## config.mk

```make
export PLATFORM = sky130hd
export DESIGN_NAME = json_header_field_scanner_core
export DESIGN_NICKNAME = d
export VERILOG_FILES = /design/src/rtl/core/jhfs_pkg.sv /design/src/rtl/core/jhfs_classify.sv /design/src/rtl/core/json_header_field_scanner_core.sv
export SDC_FILE = /design/constraint.sdc
export NUM_CORES = 1
export LEC_CHECK = 0
export BUFFER_PORTS_ARGS = -buffer_cell sky130_fd_sc_hd__buf_4
export CAP_MARGIN = 20
export CORE_MARGIN = 3
export CORE_UTILIZATION = 35
export DETAILED_ROUTE_END_ITERATION = 10
export PLACE_DENSITY = 0.55
export SLEW_MARGIN = 20
export SYNTH_ARGS = -nofsm -noshare
export SYNTH_HDL_FRONTEND = slang
export SYNTH_SLANG_ARGS = --single-unit
```

## constraint.sdc

```tcl
create_clock -name clk_i -period 7.55 [get_ports clk_i]
set_clock_uncertainty 0.1 [all_clocks]
set_input_delay 1.51 -clock clk_i [delete_from_list [all_inputs] [get_ports clk_i]]
set_output_delay 1.51 -clock clk_i [all_outputs]
set_load 0.05 [all_outputs]
```

## src/rtl/core/jhfs_pkg.sv

```systemverilog
// Shared types and constants for the JSON header field scanner.
// Depends on nothing; used by jhfs_classify and json_header_field_scanner_core.
package jhfs_pkg;

  localparam int unsigned KEY_COUNT = 9;
  localparam int unsigned KEY_MAX_CHARS = 16;

  // Key names are right-justified in the packed word: character i of a name
  // with length n sits in byte n-1-i.
  localparam logic [KEY_MAX_CHARS-1:0][7:0] KEY_NAMES [KEY_COUNT] = '{
    "msgId", "postDate", "topicId", "nextInTopic", "prevInTopic",
    "subject", "from", "profile", "rawEmail"
  };
  localparam logic [3:0] KEY_LENS [KEY_COUNT] = '{
    4'd5, 4'd8, 4'd7, 4'd11, 4'd11, 4'd7, 4'd4, 4'd7, 4'd8
  };

  localparam logic [3:0][7:0] WORD_TRUE  = "true";
  localparam logic [4:0][7:0] WORD_FALSE = "false";

  localparam logic [7:0] CH_QUOTE  = 8'h22;
  localparam logic [7:0] CH_BSLASH = 8'h5C;
  localparam logic [7:0] CH_COLON  = 8'h3A;
  localparam logic [7:0] CH_MINUS  = 8'h2D;
  localparam logic [7:0] CH_ZERO   = 8'h30;
  localparam logic [7:0] CH_NINE   = 8'h39;
  localparam logic [7:0] CH_T      = 8'h74;
  localparam logic [7:0] CH_F      = 8'h66;
  localparam logic [7:0] CH_LBRACE = 8'h7B;
  localparam logic [7:0] CH_LBRACK = 8'h5B;
  localparam logic [7:0] CH_RBRACE = 8'h7D;
  localparam logic [7:0] CH_RBRACK = 8'h5D;
  localparam logic [7:0] CH_COMMA  = 8'h2C;

  // Word match flag bits.
  localparam int unsigned FLAG_TRUE  = 0;
  localparam int unsigned FLAG_FALSE = 1;
  localparam int unsigned FLAG_DIGIT = 2;

  typedef enum logic [1:0] {
    KIND_NULL   = 2'd0,
    KIND_NUMBER = 2'd1,
    KIND_STRING = 2'd2,
    KIND_BLOCK  = 2'd3
  } value_kind_e;

  typedef struct packed {
    logic [3:0]  key_id;
    value_kind_e value_type;
    logic [31:0] number_value;
    logic        has_string;
    logic [23:0] string_offset;
    logic [23:0] string_length;
  } result_t;

endpackage

```

## src/rtl/core/jhfs_classify.sv

```systemverilog
// Turns the scanner's pair state into one result beat: key id priority pick
// and reclassification of quoted values. Depends on jhfs_pkg.
module jhfs_classify #(
  parameter int unsigned POSITION_BITS = 24
) (
  input  logic [jhfs_pkg::KEY_COUNT-1:0] key_match_i,
  input  jhfs_pkg::value_kind_e          kind_i,
  input  logic [31:0]                    acc_i,
  input  logic [POSITION_BITS-1:0]       start_i,
  input  logic [POSITION_BITS-1:0]       count_i,
  input  logic [2:0]                     flags_i,
  output jhfs_pkg::result_t              result_o
);

  always_comb begin
    result_o = '0;
    result_o.value_type = kind_i;
    // The lowest matching key wins.
    for (int j = jhfs_pkg::KEY_COUNT - 1; j >= 0; j--) begin
      if (key_match_i[j]) begin
        result_o.key_id = 4'(j + 1);
      end
    end
    if (kind_i == jhfs_pkg::KIND_NUMBER) begin
      result_o.number_value = acc_i;
    end
    if (kind_i == jhfs_pkg::KIND_STRING) begin
      result_o.has_string    = 1'b1;
      result_o.string_offset = 24'(start_i);
      result_o.string_length = 24'(count_i);
      if (flags_i[jhfs_pkg::FLAG_FALSE] && count_i == POSITION_BITS'(5)) begin
        result_o.value_type = jhfs_pkg::KIND_NUMBER;
      end else if (flags_i[jhfs_pkg::FLAG_TRUE] && count_i == POSITION_BITS'(4)) begin
        result_o.value_type   = jhfs_pkg::KIND_NUMBER;
        result_o.number_value = 32'd1;
      end else if (count_i == '0) begin
        result_o.value_type = jhfs_pkg::KIND_NULL;
      end else if (flags_i[jhfs_pkg::FLAG_DIGIT]) begin
        result_o.value_type   = jhfs_pkg::KIND_NUMBER;
        result_o.number_value = acc_i;
      end
    end
  end

endmodule

```

## src/rtl/core/json_header_field_scanner_core.sv

```systemverilog
// Top level of the JSON header field scanner: input register, scan state
// machine and result register. Depends on jhfs_pkg and jhfs_classify.
//
// The scanner takes one byte of flat JSON text per beat and sustains one
// byte per clock. A byte is scanned while it sits in the input register,
// and any result it finishes is written into the output register. A pair
// is reported when the byte after its value arrives; a bare number is
// reported when its digit run ends or when the byte flagged as last is
// scanned. Input beats stall only when both the input register and an
// untaken result are full. String offsets count bytes from the start of
// the buffer; the position counter is POSITION_BITS wide and restarts
// after every last byte.
module json_header_field_scanner_core #(
  parameter int unsigned POSITION_BITS = 24
) (
  input  logic                  clk_i,
  input  logic                  rst_ni,
  input  logic                  in_valid_i,
  output logic                  in_ready_o,
  input  logic [7:0]            data_byte_i,
  input  logic                  last_byte_i,
  output logic                  out_valid_o,
  input  logic                  out_ready_i,
  output logic [3:0]            key_id_o,
  output logic [1:0]            value_type_o,
  output logic signed [31:0]    number_value_o,
  output logic                  has_string_o,
  output logic [23:0]           string_offset_o,
  output logic [23:0]           string_length_o
);

  typedef enum logic [2:0] {
    ST_KEY_WAIT   = 3'd0,
    ST_KEY        = 3'd1,
    ST_COLON      = 3'd2,
    ST_VALUE_WAIT = 3'd3,
    ST_STRING     = 3'd4,
    ST_DONE       = 3'd5
  } scan_state_e;

  typedef enum logic [1:0] {
    NUM_START = 2'd0,
    NUM_NEG   = 2'd1,
    NUM_POS   = 2'd2,
    NUM_STOP  = 2'd3
  } num_phase_e;

  typedef struct packed {
    num_phase_e  phase;
    logic [31:0] acc;
  } num_t;

  localparam logic [jhfs_pkg::KEY_COUNT-1:0] KeyAll = '1;

  function automatic logic is_digit(input logic [7:0] b);
    return b >= jhfs_pkg::CH_ZERO && b <= jhfs_pkg::CH_NINE;
  endfunction

  // One atoi step; the accumulator wraps at 32 bits.
  function automatic num_t num_step(input num_t cur, input logic [7:0] b);
    num_t        nxt;
    logic [31:0] d;
    logic [31:0] x10;
    nxt = cur;
    d   = 32'(b[3:0]);
    x10 = (cur.acc << 3) + (cur.acc << 1);
    unique case (cur.phase)
      NUM_START: begin
        if (b == jhfs_pkg::CH_MINUS) begin
          nxt.phase = NUM_NEG;
        end else if (is_digit(b)) begin
          nxt.acc   = d;
          nxt.phase = NUM_POS;
        end else begin
          nxt.phase = NUM_STOP;
        end
      end
      NUM_NEG: begin
        if (is_digit(b)) nxt.acc = x10 - d;
        else nxt.phase = NUM_STOP;
      end
      NUM_POS: begin
        if (is_digit(b)) nxt.acc = x10 + d;
        else nxt.phase = NUM_STOP;
      end
      default: begin
      end
    endcase
    return nxt;
  endfunction

  // Input register.
  logic       in_valid_q, in_valid_d;
  logic [7:0] in_byte_q, in_byte_d;
  logic       in_last_q, in_last_d;

  // Scan state.
  scan_state_e                    scan_q, scan_d, scan_u;
  logic                           skip_q, skip_d, skip_u;
  logic [POSITION_BITS-1:0]       pos_q, pos_d;
  logic [jhfs_pkg::KEY_COUNT-1:0] kmv_q, kmv_d, kmv_u;
  logic [3:0]                     klen_q, klen_d, klen_u;
  jhfs_pkg::value_kind_e          kind_q, kind_d, kind_u;
  num_t                           num_q, num_d, num_u;
  logic [POSITION_BITS-1:0]       start_q, start_d, start_u;
  logic [POSITION_BITS-1:0]       count_q, count_d, count_u;
  logic [2:0]                     flags_q, flags_d, flags_u;
  logic                           pend_q, pend_d, pend_u;

  // Result register.
  logic              out_valid_q, out_valid_d;
  jhfs_pkg::result_t out_q, out_d;
  jhfs_pkg::result_t result;

  logic       advance;
  logic       emit_u;
  logic       emit;
  logic [7:0] b;
  logic       last;

  assign advance    = in_valid_q && (!out_valid_q || out_ready_i);
  assign in_ready_o = !in_valid_q || advance;
  assign b          = in_byte_q;
  assign last       = in_last_q;

  always_comb begin
    in_valid_d = in_valid_q;
    in_byte_d  = in_byte_q;
    in_last_d  = in_last_q;
    if (advance) in_valid_d = 1'b0;
    if (in_valid_i && in_ready_o) begin
      in_valid_d = 1'b1;
      in_byte_d  = data_byte_i;
      in_last_d  = last_byte_i;
    end
  end

  // Effect of one byte, before the end-of-buffer reset.
  always_comb begin
    scan_u  = scan_q;
    skip_u  = skip_q;
    kmv_u   = kmv_q;
    klen_u  = klen_q;
    kind_u  = kind_q;
    num_u   = num_q;
    start_u = start_q;
    count_u = count_q;
    flags_u = flags_q;
    pend_u  = pend_q;
    emit_u  = 1'b0;
    if (skip_q) begin
      skip_u = 1'b0;
      if (scan_q == ST_STRING && count_q != '1) count_u = count_q + 1'b1;
    end else if (b == jhfs_pkg::CH_BSLASH) begin
      skip_u = 1'b1;
      if (scan_q == ST_KEY) begin
        kmv_u = '0;
      end else if (scan_q == ST_STRING) begin
        if (count_q != '1) count_u = count_q + 1'b1;
        flags_u = '0;
      end else if (scan_q == ST_DONE && pend_q) begin
        num_u.phase = NUM_STOP;
      end
    end else begin
      unique case (scan_q)
        ST_KEY_WAIT: begin
          if (b == jhfs_pkg::CH_QUOTE) begin
            scan_u = ST_KEY;
            kmv_u  = KeyAll;
            klen_u = '0;
          end
        end
        ST_KEY: begin
          if (b == jhfs_pkg::CH_QUOTE) begin
            for (int j = 0; j < jhfs_pkg::KEY_COUNT; j++) begin
              if (jhfs_pkg::KEY_LENS[j] != klen_q) kmv_u[j] = 1'b0;
            end
            scan_u = ST_COLON;
          end else begin
            for (int j = 0; j < jhfs_pkg::KEY_COUNT; j++) begin
              if (klen_q >= jhfs_pkg::KEY_LENS[j] ||
                  jhfs_pkg::KEY_NAMES[j][4'(jhfs_pkg::KEY_LENS[j] - 4'd1 - klen_q)] != b) begin
                kmv_u[j] = 1'b0;
              end
            end
            if (klen_q != 4'hF) klen_u = klen_q + 4'd1;
          end
        end
        ST_COLON: begin
          if (b == jhfs_pkg::CH_COLON) scan_u = ST_VALUE_WAIT;
        end
        ST_VALUE_WAIT: begin
          if (b == jhfs_pkg::CH_QUOTE) begin
            scan_u  = ST_STRING;
            kind_u  = jhfs_pkg::KIND_STRING;
            start_u = pos_q + 1'b1;
            count_u = '0;
            flags_u = '1;
            num_u   = '{phase: NUM_START, acc: '0};
            pend_u  = 1'b0;
          end else if (b == jhfs_pkg::CH_T || b == jhfs_pkg::CH_F) begin
            scan_u = ST_DONE;
            kind_u = jhfs_pkg::KIND_NUMBER;
            num_u  = '{phase: NUM_STOP, acc: 32'(b == jhfs_pkg::CH_T)};
            pend_u = 1'b0;
          end else if (b == jhfs_pkg::CH_MINUS || is_digit(b)) begin
            scan_u = ST_DONE;
            kind_u = jhfs_pkg::KIND_NUMBER;
            num_u  = num_step('{phase: NUM_START, acc: '0}, b);
            pend_u = 1'b1;
          end else if (b == jhfs_pkg::CH_LBRACE || b == jhfs_pkg::CH_LBRACK) begin
            scan_u = ST_DONE;
            kind_u = jhfs_pkg::KIND_BLOCK;
            num_u  = '{phase: NUM_STOP, acc: '0};
            pend_u = 1'b0;
          end else if (b == jhfs_pkg::CH_RBRACE || b == jhfs_pkg::CH_RBRACK ||
                       b == jhfs_pkg::CH_COMMA) begin
            scan_u = ST_KEY_WAIT;
          end
        end
        ST_STRING: begin
          if (b == jhfs_pkg::CH_QUOTE) begin
            scan_u = ST_DONE;
          end else begin
            if (count_q >= POSITION_BITS'(4) ||
                jhfs_pkg::WORD_TRUE[2'd3 - count_q[1:0]] != b) begin
              flags_u[jhfs_pkg::FLAG_TRUE] = 1'b0;
            end
            if (count_q >= POSITION_BITS'(5) ||
                jhfs_pkg::WORD_FALSE[3'd4 - count_q[2:0]] != b) begin
              flags_u[jhfs_pkg::FLAG_FALSE] = 1'b0;
            end
            if (b != jhfs_pkg::CH_MINUS && !is_digit(b)) begin
              flags_u[jhfs_pkg::FLAG_DIGIT] = 1'b0;
            end
            num_u = num_step(num_q, b);
            if (count_q != '1) count_u = count_q + 1'b1;
          end
        end
        default: begin
          // A value has been taken; the next byte either extends a bare
          // number or closes the pair.
          if (pend_q && num_q.phase != NUM_STOP && is_digit(b)) begin
            num_u = num_step(num_q, b);
          end else begin
            emit_u = 1'b1;
            scan_u = ST_KEY_WAIT;
            pend_u = 1'b0;
          end
        end
      endcase
    end
  end

  // The classifier looks at the state after the byte, which equals the state
  // before it whenever the byte closes a pair.
  jhfs_classify #(
    .POSITION_BITS(POSITION_BITS)
  ) u_classify (
    .key_match_i(kmv_u),
    .kind_i     (kind_u),
    .acc_i      (num_u.acc),
    .start_i    (start_u),
    .count_i    (count_u),
    .flags_i    (flags_u),
    .result_o   (result)
  );

  // A bare number still running at the end of the buffer is flushed.
  assign emit = advance && (emit_u || (last && scan_u == ST_DONE && pend_u));

  always_comb begin
    scan_d  = scan_q;
    skip_d  = skip_q;
    pos_d   = pos_q;
    kmv_d   = kmv_q;
    klen_d  = klen_q;
    kind_d  = kind_q;
    num_d   = num_q;
    start_d = start_q;
    count_d = count_q;
    flags_d = flags_q;
    pend_d  = pend_q;
    if (advance) begin
      if (last) begin
        scan_d  = ST_KEY_WAIT;
        skip_d  = 1'b0;
        pos_d   = '0;
        kmv_d   = KeyAll;
        klen_d  = '0;
        kind_d  = jhfs_pkg::KIND_NULL;
        num_d   = '{phase: NUM_START, acc: '0};
        start_d = '0;
        count_d = '0;
        flags_d = '1;
        pend_d  = 1'b0;
      end else begin
        scan_d  = scan_u;
        skip_d  = skip_u;
        pos_d   = pos_q + 1'b1;
        kmv_d   = kmv_u;
        klen_d  = klen_u;
        kind_d  = kind_u;
        num_d   = num_u;
        start_d = start_u;
        count_d = count_u;
        flags_d = flags_u;
        pend_d  = pend_u;
      end
    end
  end

  always_comb begin
    out_valid_d = out_valid_q;
    out_d       = out_q;
    if (out_valid_q && out_ready_i) out_valid_d = 1'b0;
    if (emit) begin
      out_valid_d = 1'b1;
      out_d       = result;
    end
  end

  always_ff @(posedge clk_i or negedge rst_ni) begin
    if (!rst_ni) begin
      in_valid_q  <= 1'b0;
      out_valid_q <= 1'b0;
      scan_q      <= ST_KEY_WAIT;
      skip_q      <= 1'b0;
      pos_q       <= '0;
      kmv_q       <= KeyAll;
      klen_q      <= '0;
      kind_q      <= jhfs_pkg::KIND_NULL;
      num_q       <= '{phase: NUM_START, acc: '0};
      start_q     <= '0;
      count_q     <= '0;
      flags_q     <= '1;
      pend_q      <= 1'b0;
    end else begin
      in_valid_q  <= in_valid_d;
      out_valid_q <= out_valid_d;
      scan_q      <= scan_d;
      skip_q      <= skip_d;
      pos_q       <= pos_d;
      kmv_q       <= kmv_d;
      klen_q      <= klen_d;
      kind_q      <= kind_d;
      num_q       <= num_d;
      start_q     <= start_d;
      count_q     <= count_d;
      flags_q     <= flags_d;
      pend_q      <= pend_d;
    end
  end

  always_ff @(posedge clk_i) begin
    in_byte_q <= in_byte_d;
    in_last_q <= in_last_d;
    out_q     <= out_d;
  end

  assign out_valid_o     = out_valid_q;
  assign key_id_o        = out_q.key_id;
  assign value_type_o    = out_q.value_type;
  assign number_value_o  = out_q.number_value;
  assign has_string_o    = out_q.has_string;
  assign string_offset_o = out_q.string_offset;
  assign string_length_o = out_q.string_length;

  // A pending bare number only exists while its value waits to be closed.
  assert property (@(posedge clk_i) disable iff (!rst_ni)
    pend_q |-> scan_q == ST_DONE)
    else $error("pending number outside the value-taken state");

  // The last byte of a buffer leaves the scanner in its reset state.
  assert property (@(posedge clk_i) disable iff (!rst_ni)
    advance && in_last_q |=> scan_q == ST_KEY_WAIT && !skip_q && pos_q == '0)
    else $error("scanner not reset after the last byte");

  // Offset and length are only reported for quoted values.
  assert property (@(posedge clk_i) disable iff (!rst_ni)
    out_valid_o && !has_string_o |-> string_offset_o == '0 && string_length_o == '0)
    else $error("string fields set on an unquoted value");

  // A result beat always names a known key id or zero.
  assert property (@(posedge clk_i) disable iff (!rst_ni)
    out_valid_o |-> key_id_o <= 4'd9)
    else $error("key id out of range");

endmodule
```

Word-level counts from Yosys, hierarchy flattened
Memory sizes are Yosys's and may differ from the RTL's.
Index checks and enable logic that the tools add are counted.
Operators by class
  $add $sub $neg: 13
  multiply operators: 0
  divide/modulo/power cells: 0
  order comparisons: 16
  eq/ne operators: 54
  shift-type cells: 0
  multiplexer cells: 155
  bitwise gates (word level): 0
  reduce and logical (&&, ||, !) cells: 50
Operator list (count)
  $mux W34: 12
  $mux W24: 15
  $mux W32: 8
  $pmux W34 S3: 2
  $mux W8: 11
  $ne A8 B8 Y1: 11
  $mux W83: 1
  $mux W3: 24
  $eq A8 B7 Y1 const B: 7
  $mux W9: 6
  $add A24 B1 Y24 const B: 2
  $eq A24 B3 Y1 const B: 2
  $ge A24 B3 Y1 const B: 2
  $pmux W24 S2: 1
  $mux W1: 41
  $mux W4: 10
  $mux W2: 18
  $add A32 B32 Y32: 1
  $add A32 B4 Y32: 1
  $eq A8 B6 Y1 const B: 4
  $sub A32 B4 Y32: 1
  $lt A4 B5 Y1 const B: 5
  $logic_not A24 Y1: 1
  $ne A24 B24 Y1 const B: 1
  other kinds (46): 101
Word-level totals
  register bits: 227
  latch bits: 0
  RAM bits: 0
  ROM bits: 1216
  output and inout bits: 89
  logic and storage cells: 322
  memories: 10
Memory list
  (name not given): depth 16, width 8, read ports 1, clocked after memory_dff 0, wr ports 0, RTL line json_header_field_scanner_core.sv:182  | jhfs_pkg::KEY_NAMES[j][4'(jhfs_pkg::KEY_LENS[j] - 4'd1 - klen_q)] != b) begin
  (name not given): depth 16, width 8, read ports 1, clocked after memory_dff 0, wr ports 0, RTL line json_header_field_scanner_core.sv:182
  (name not given): depth 16, width 8, read ports 1, clocked after memory_dff 0, wr ports 0, RTL line json_header_field_scanner_core.sv:182
  (name not given): depth 16, width 8, read ports 1, clocked after memory_dff 0, wr ports 0, RTL line json_header_field_scanner_core.sv:182
  (name not given): depth 16, width 8, read ports 1, clocked after memory_dff 0, wr ports 0, RTL line json_header_field_scanner_core.sv:182
  (name not given): depth 16, width 8, read ports 1, clocked after memory_dff 0, wr ports 0, RTL line json_header_field_scanner_core.sv:182
  +4 memories

Depth between registers and ports, before layout
  depth after elaboration: 18
  mapped depth: 17
  gate-level depth less buffers: 16

Cells and area by module
A second synthesis with hierarchy kept.
Second synthesis, totals
  cells, all modules: 2122
  area, all modules: 17917.2 um^2
By module, submodules not included
  json_header_field_scanner_core: times used 1, cells an instance 1988, area an instance 17086.4 um^2
  jhfs_classify: times used 1, cells an instance 134, area an instance 830.8 um^2

Worst setup path before layout
OpenSTA, ideal clock, no wires.
  path type: register to register
  from: register in_byte_q[7] (netlist: b[7])
  to: register out_q, in the netlist has_string_o, enable pin
  arrival: 5.901 ns
  required time: 6.917 ns
  setup slack: 1.016 ns
  stages on the path, launching flop included: 12
  buffers on the path: 1
  clock period less this slack: 6.534 ns
  cells stage by stage: edfxtp_1 or3b_2 clkbuf_1 nor2_1 nand2_1 nor2_1 nor2_1 a21oi_1 nand4_1 nor2_1 a21oi_1 nor2_1
On the way
  cells in the longest elaborated chain, start to end: 16
  elaborated cells between the ends (all ways): 50
RTL lines
  from (decl): RTL line json_header_field_scanner_core.sv:94  | logic [7:0] in_byte_q, in_byte_d;
  from (signal assigned): RTL line json_header_field_scanner_core.sv:356  | in_byte_q <= in_byte_d;
  branches (longest 14 deep; another with $ge A8 B6 Y1)
  $logic_or A1 B1 Y1 *: RTL line json_header_field_scanner_core.sv:270  | assign emit = advance && (emit_u || (last && scan_u == ST_DONE && pend_u));
  $logic_and A1 B1 Y1 *: RTL line json_header_field_scanner_core.sv:270
  net emit: RTL line json_header_field_scanner_core.sv:117  | logic emit;
  to (signal assigned): RTL line json_header_field_scanner_core.sv:358  | out_q <= out_d;
  to (decl): RTL line json_header_field_scanner_core.sv:112  | jhfs_pkg::result_t out_q, out_d;
Mark *: on every way through the listed nets, which the timed path passes.
A chain may end at the register's enable or synchronous reset.

==> impl_metrics.csv <==
group,metric,value,unit
die,initial_core_util,35.67,%
sta,min_period,5.777,ns
synthesis,netlist_area,18000,sq um
synthesis,ys_warn_count,0,
global_routing,antenna_found_initial,0,
finish,drive_gt1_share,10.78,%
sta,grt_setup_unrepaired,"no",
sta,maxSlewViolCount,0,
placement,preCtsSetupSlack,1.811,ns
power_and_ir_drop,power_switching,0.0007987,W
synthesis,syn_nets,2299,
sta,finalSetupViolCount,0,
sta,final-hold-violation-count,0,
sta,fmax,173.1,MHz
sta,worst_pin_slew,0.9969,ns
sta,post-route-period-util,76.51,%
finish,nets,2309,
synthesis,synth_area_leader_cell,"dfrtp_1",
route,drtAntennaViolNets,0,
critical_path,crit_family,"simple AND/OR/NAND/NOR gates",
power_and_ir_drop,powerDensity,152.0,nW/um^2
power_and_ir_drop,seqPwrFrac,43.4,%
die,core_area,50480,sq um
route,first_pass_iters,5,
critical_path,slowest_delay,0.79,ns
sta,holdWs,0.3777,ns
global_routing,grt_pass1_wl,95.54,mm
synthesis,netlist_top_cells_area,"dfrtp_1, edfxtp_1, nand2_1, o21ai_0, nor2_1",
finish,antenna_cells,0,
power_and_ir_drop,power_frac_comb,10.8,%
synthesis,ys_async_sr_fraction,57.71,%
critical_path,worst-path-max-fanout,31,
hold_path,whs_path_depth,2,
sta,fin_tns_setup,0,ns
clock_tree,cts.root.buffer_cell,"clkbuf_16",
synthesis,ys_types,109,
power_and_ir_drop,p_sw_share,25.98,%
critical_path,crit_path_start,"b[4]",
finish,final_common_cell,"nand2_1",
synthesis,ys_seq_area_share,34.30,%
critical_path,start_kind,"flop",
global_routing,grt_pass1_vias,16420,
placement,dp_hpwl,44.25,mm
critical_path,timing.critical_path.to,"number_value_o[31]",
hold_path,min_path_type,"flop to flop",
global_routing,grt_max_degree,70,
route,drt-initial-drc-count,1537,
power_and_ir_drop,max-vdd-ir-drop,0.1558,mV
run_status,status,"finished clean",
finish,final_cell_mix,"nand2_1, nor2_1, o21ai_0, a21oi_1, buf_4",
critical_path,end_kind,"flop",
sta,worst_slack,1.773,ns
job,drv_cap,0,
synthesis,ys_ff_latch,227,
die,io_pins,102,
die,die_x,232.8,um
die,dieArea,54200,sq um
synthesis,synth_edf_count,96,
placement,finalWeightedCongestion,0.9219,
critical_path,r2r-start,"b[4]",
critical_path,path_depth,13,
route,wl_per_cell,21.05,um
die,die-height,232.8,um
critical_path,timing.rr.end,"number_value_o[31]",
global_routing,globalRouteOverflowTotal,0,
placement,io_buffers,101,
sta,max-slew-margin-rel,33.03,%
power_and_ir_drop,p_leak,7.800,nW
critical_path,rr_worst_depth,13,
clock_tree,htree_levels,1,
clock_tree,clkTransAtPathRegs,0.06,ns
clock_tree,post_cts_resized,0,
die,rows,82,
placement,place_inst,2876,
synthesis,syn_area_per_cell,8.099,sq um
synthesis,synth_top_area_share,16.54,%
critical_path,r2r_slack,1.77,ns
critical_path,required,7.71,ns
hold_path,hold_start,"start_q[13]",
power_and_ir_drop,clkPwrFrac,45.8,%
clock_tree,clock_path_buffers,3,
route,viasPerCell,5.962,
finish,final_cells,2926,
clock_tree,clock_latency,0.56,ns
critical_path,worstPathCellList,"buf_4 > or4b_1 > nor2_8 > nand3_1 > o21ai_0 > o21ai_0 > a211oi_1 > nand4_1 > nor3_1 > nand3_1 > nor3b_2 > a21oi_4 > nor3_1",
route,wl,61.58,mm
critical_path,cp.buffers_inverters,1,
critical_path,cp_data_arrival_time,5.94,ns
route,drc,0,
clock_tree,cts_tree,"built",
global_routing,grt_usage,22.04,%
power_and_ir_drop,intPower,0.002275,W
clock_tree,numCtsBuffers,27,
synthesis,netlist_instances,2223,
clock_tree,clock_sinks,227,
clock_tree,post_cts.repair.setup_buffers,0,
route,num_vias,17450,
clock_tree,ctsHoldBuffers,0,
synthesis,synth_flop_cell,"dfrtp_1",
finish,syn2layout_area_growth,12.31,%
critical_path,critical_path_class,"flop to flop",
critical_path,crit_slowest_cell,"a21oi_4",
## stage by stage
stage | area [sq um] | utilization [%] | power, W
2_1_floorplan | 18000 | - | 0.001578
3_3_place_gp | 19250 | 38.14 | 0.001682
3_5_place_dp | 19260 | 38.15 | 0.001685
4_1_cts | 20220 | 40.06 | 0.003105
5_1_grt | 20220 | 40.06 | 0.003191
6_report | 20220 | 40.06 | 0.003074
## layout make-up
type                       count  area [sq um]
clock buffer                  37         774.5
clock inverter                13         188.9
fill                        5199         30260
inverter                      44         165.2
multi-input combinational   1808         11120
sequential                   227          6176
tap                          672         840.8
timing repair buffer         125         954.7
## cells by family (layout without fill, tap and decap cells)
logic type               Yosys count  in the layout  synth area share, %
AND/OR/NAND/NOR                  897            897                24.65
multiplexers                      19             19                1.084
AO/OA/AOI/OAI                    698            698                24.87
buffers and inverters            188            219                4.128
XOR/XNOR                         131            131                6.456
adder cells (fa/ha/maj)           63             63                4.503
flip-flops                       227            227                34.30
## worst min-delay path, cell delays in order, from the launching register on
cell	delay, ns
dfrtp_1	0.34
nand2_1	0.04
o21ai_0	0.06
## power groups by stage
stage	logic [W]	clock network, W	registers [W]
2_1_floorplan	0.000240	0	0.00134
3_3_place_gp	0.000327	0	0.00136
3_5_place_dp	0.000328	0	0.00136
4_1_cts	0.000330	0.00144	0.00133
5_1_grt	0.000367	0.00149	0.00134
6_report	0.000333	0.00141	0.00133
## sequential cells by signal (all words and copies together) (netlist names), 4 cells and up
signal / count
num_q: 34
number_value_o: 32
count_q: 24
pos_q: 24
start_q: 24
string_length_o: 24
string_offset_o: 24
kmv_q: 9
b: 8
key_id_o: 4
klen_q: 4
## worst min-delay path by stage
stage / slack (ns) / end
detailed placement: 0.37 / start_q[5]
floorplan: 0.35 / start_q[0]
global route: 0.40 / start_q[2]
global placement: 0.36 / start_q[8]
CTS: 0.38 / start_q[5]
finish: 0.38 / start_q[13]
## synth_stat cells (all sizes together), types with 8 or more instances
| cell type | count |
|---|---|
| a211oi | 32 |
| a22o | 13 |
| o21a | 20 |
| o22a | 8 |
| nand4 | 34 |
| and2 | 21 |
| clkbuf | 107 |
| inv | 44 |
| a21o | 26 |
| a31o | 8 |
| buf | 37 |
| o211a | 11 |
| dfrtp | 119 |
| o21ai | 232 |
| nor4 | 36 |
| and3 | 33 |
| dfstp | 12 |
| xor2 | 39 |
| a221oi | 8 |
| and4 | 12 |
| o22ai | 24 |
| o31ai | 16 |
| edfxtp | 96 |
| a31oi | 30 |
| o311ai | 9 |
| or3 | 16 |
| nand2 | 290 |
| ha | 60 |
| mux2i | 15 |
| a22oi | 17 |
| nand2b | 17 |
| nor2b | 22 |
| nor4b | 12 |
| o211ai | 21 |
| nor3 | 60 |
| nand3 | 85 |
| a21oi | 152 |
| nor3b | 8 |
| xnor2 | 92 |
| nor2 | 220 |
## layer usage
layer  vias to the layer above  part of all wire [%]  GRT usage [%]
met3                       114                   6.7          2.938
li1                       8231                     -              -
met5                         -                     0              0
met4                         0                   3.0          6.659
met1                      8428                    45          31.44
met2                       673                    45          34.67
Note: power is estimated with default switching activity, not from simulation.
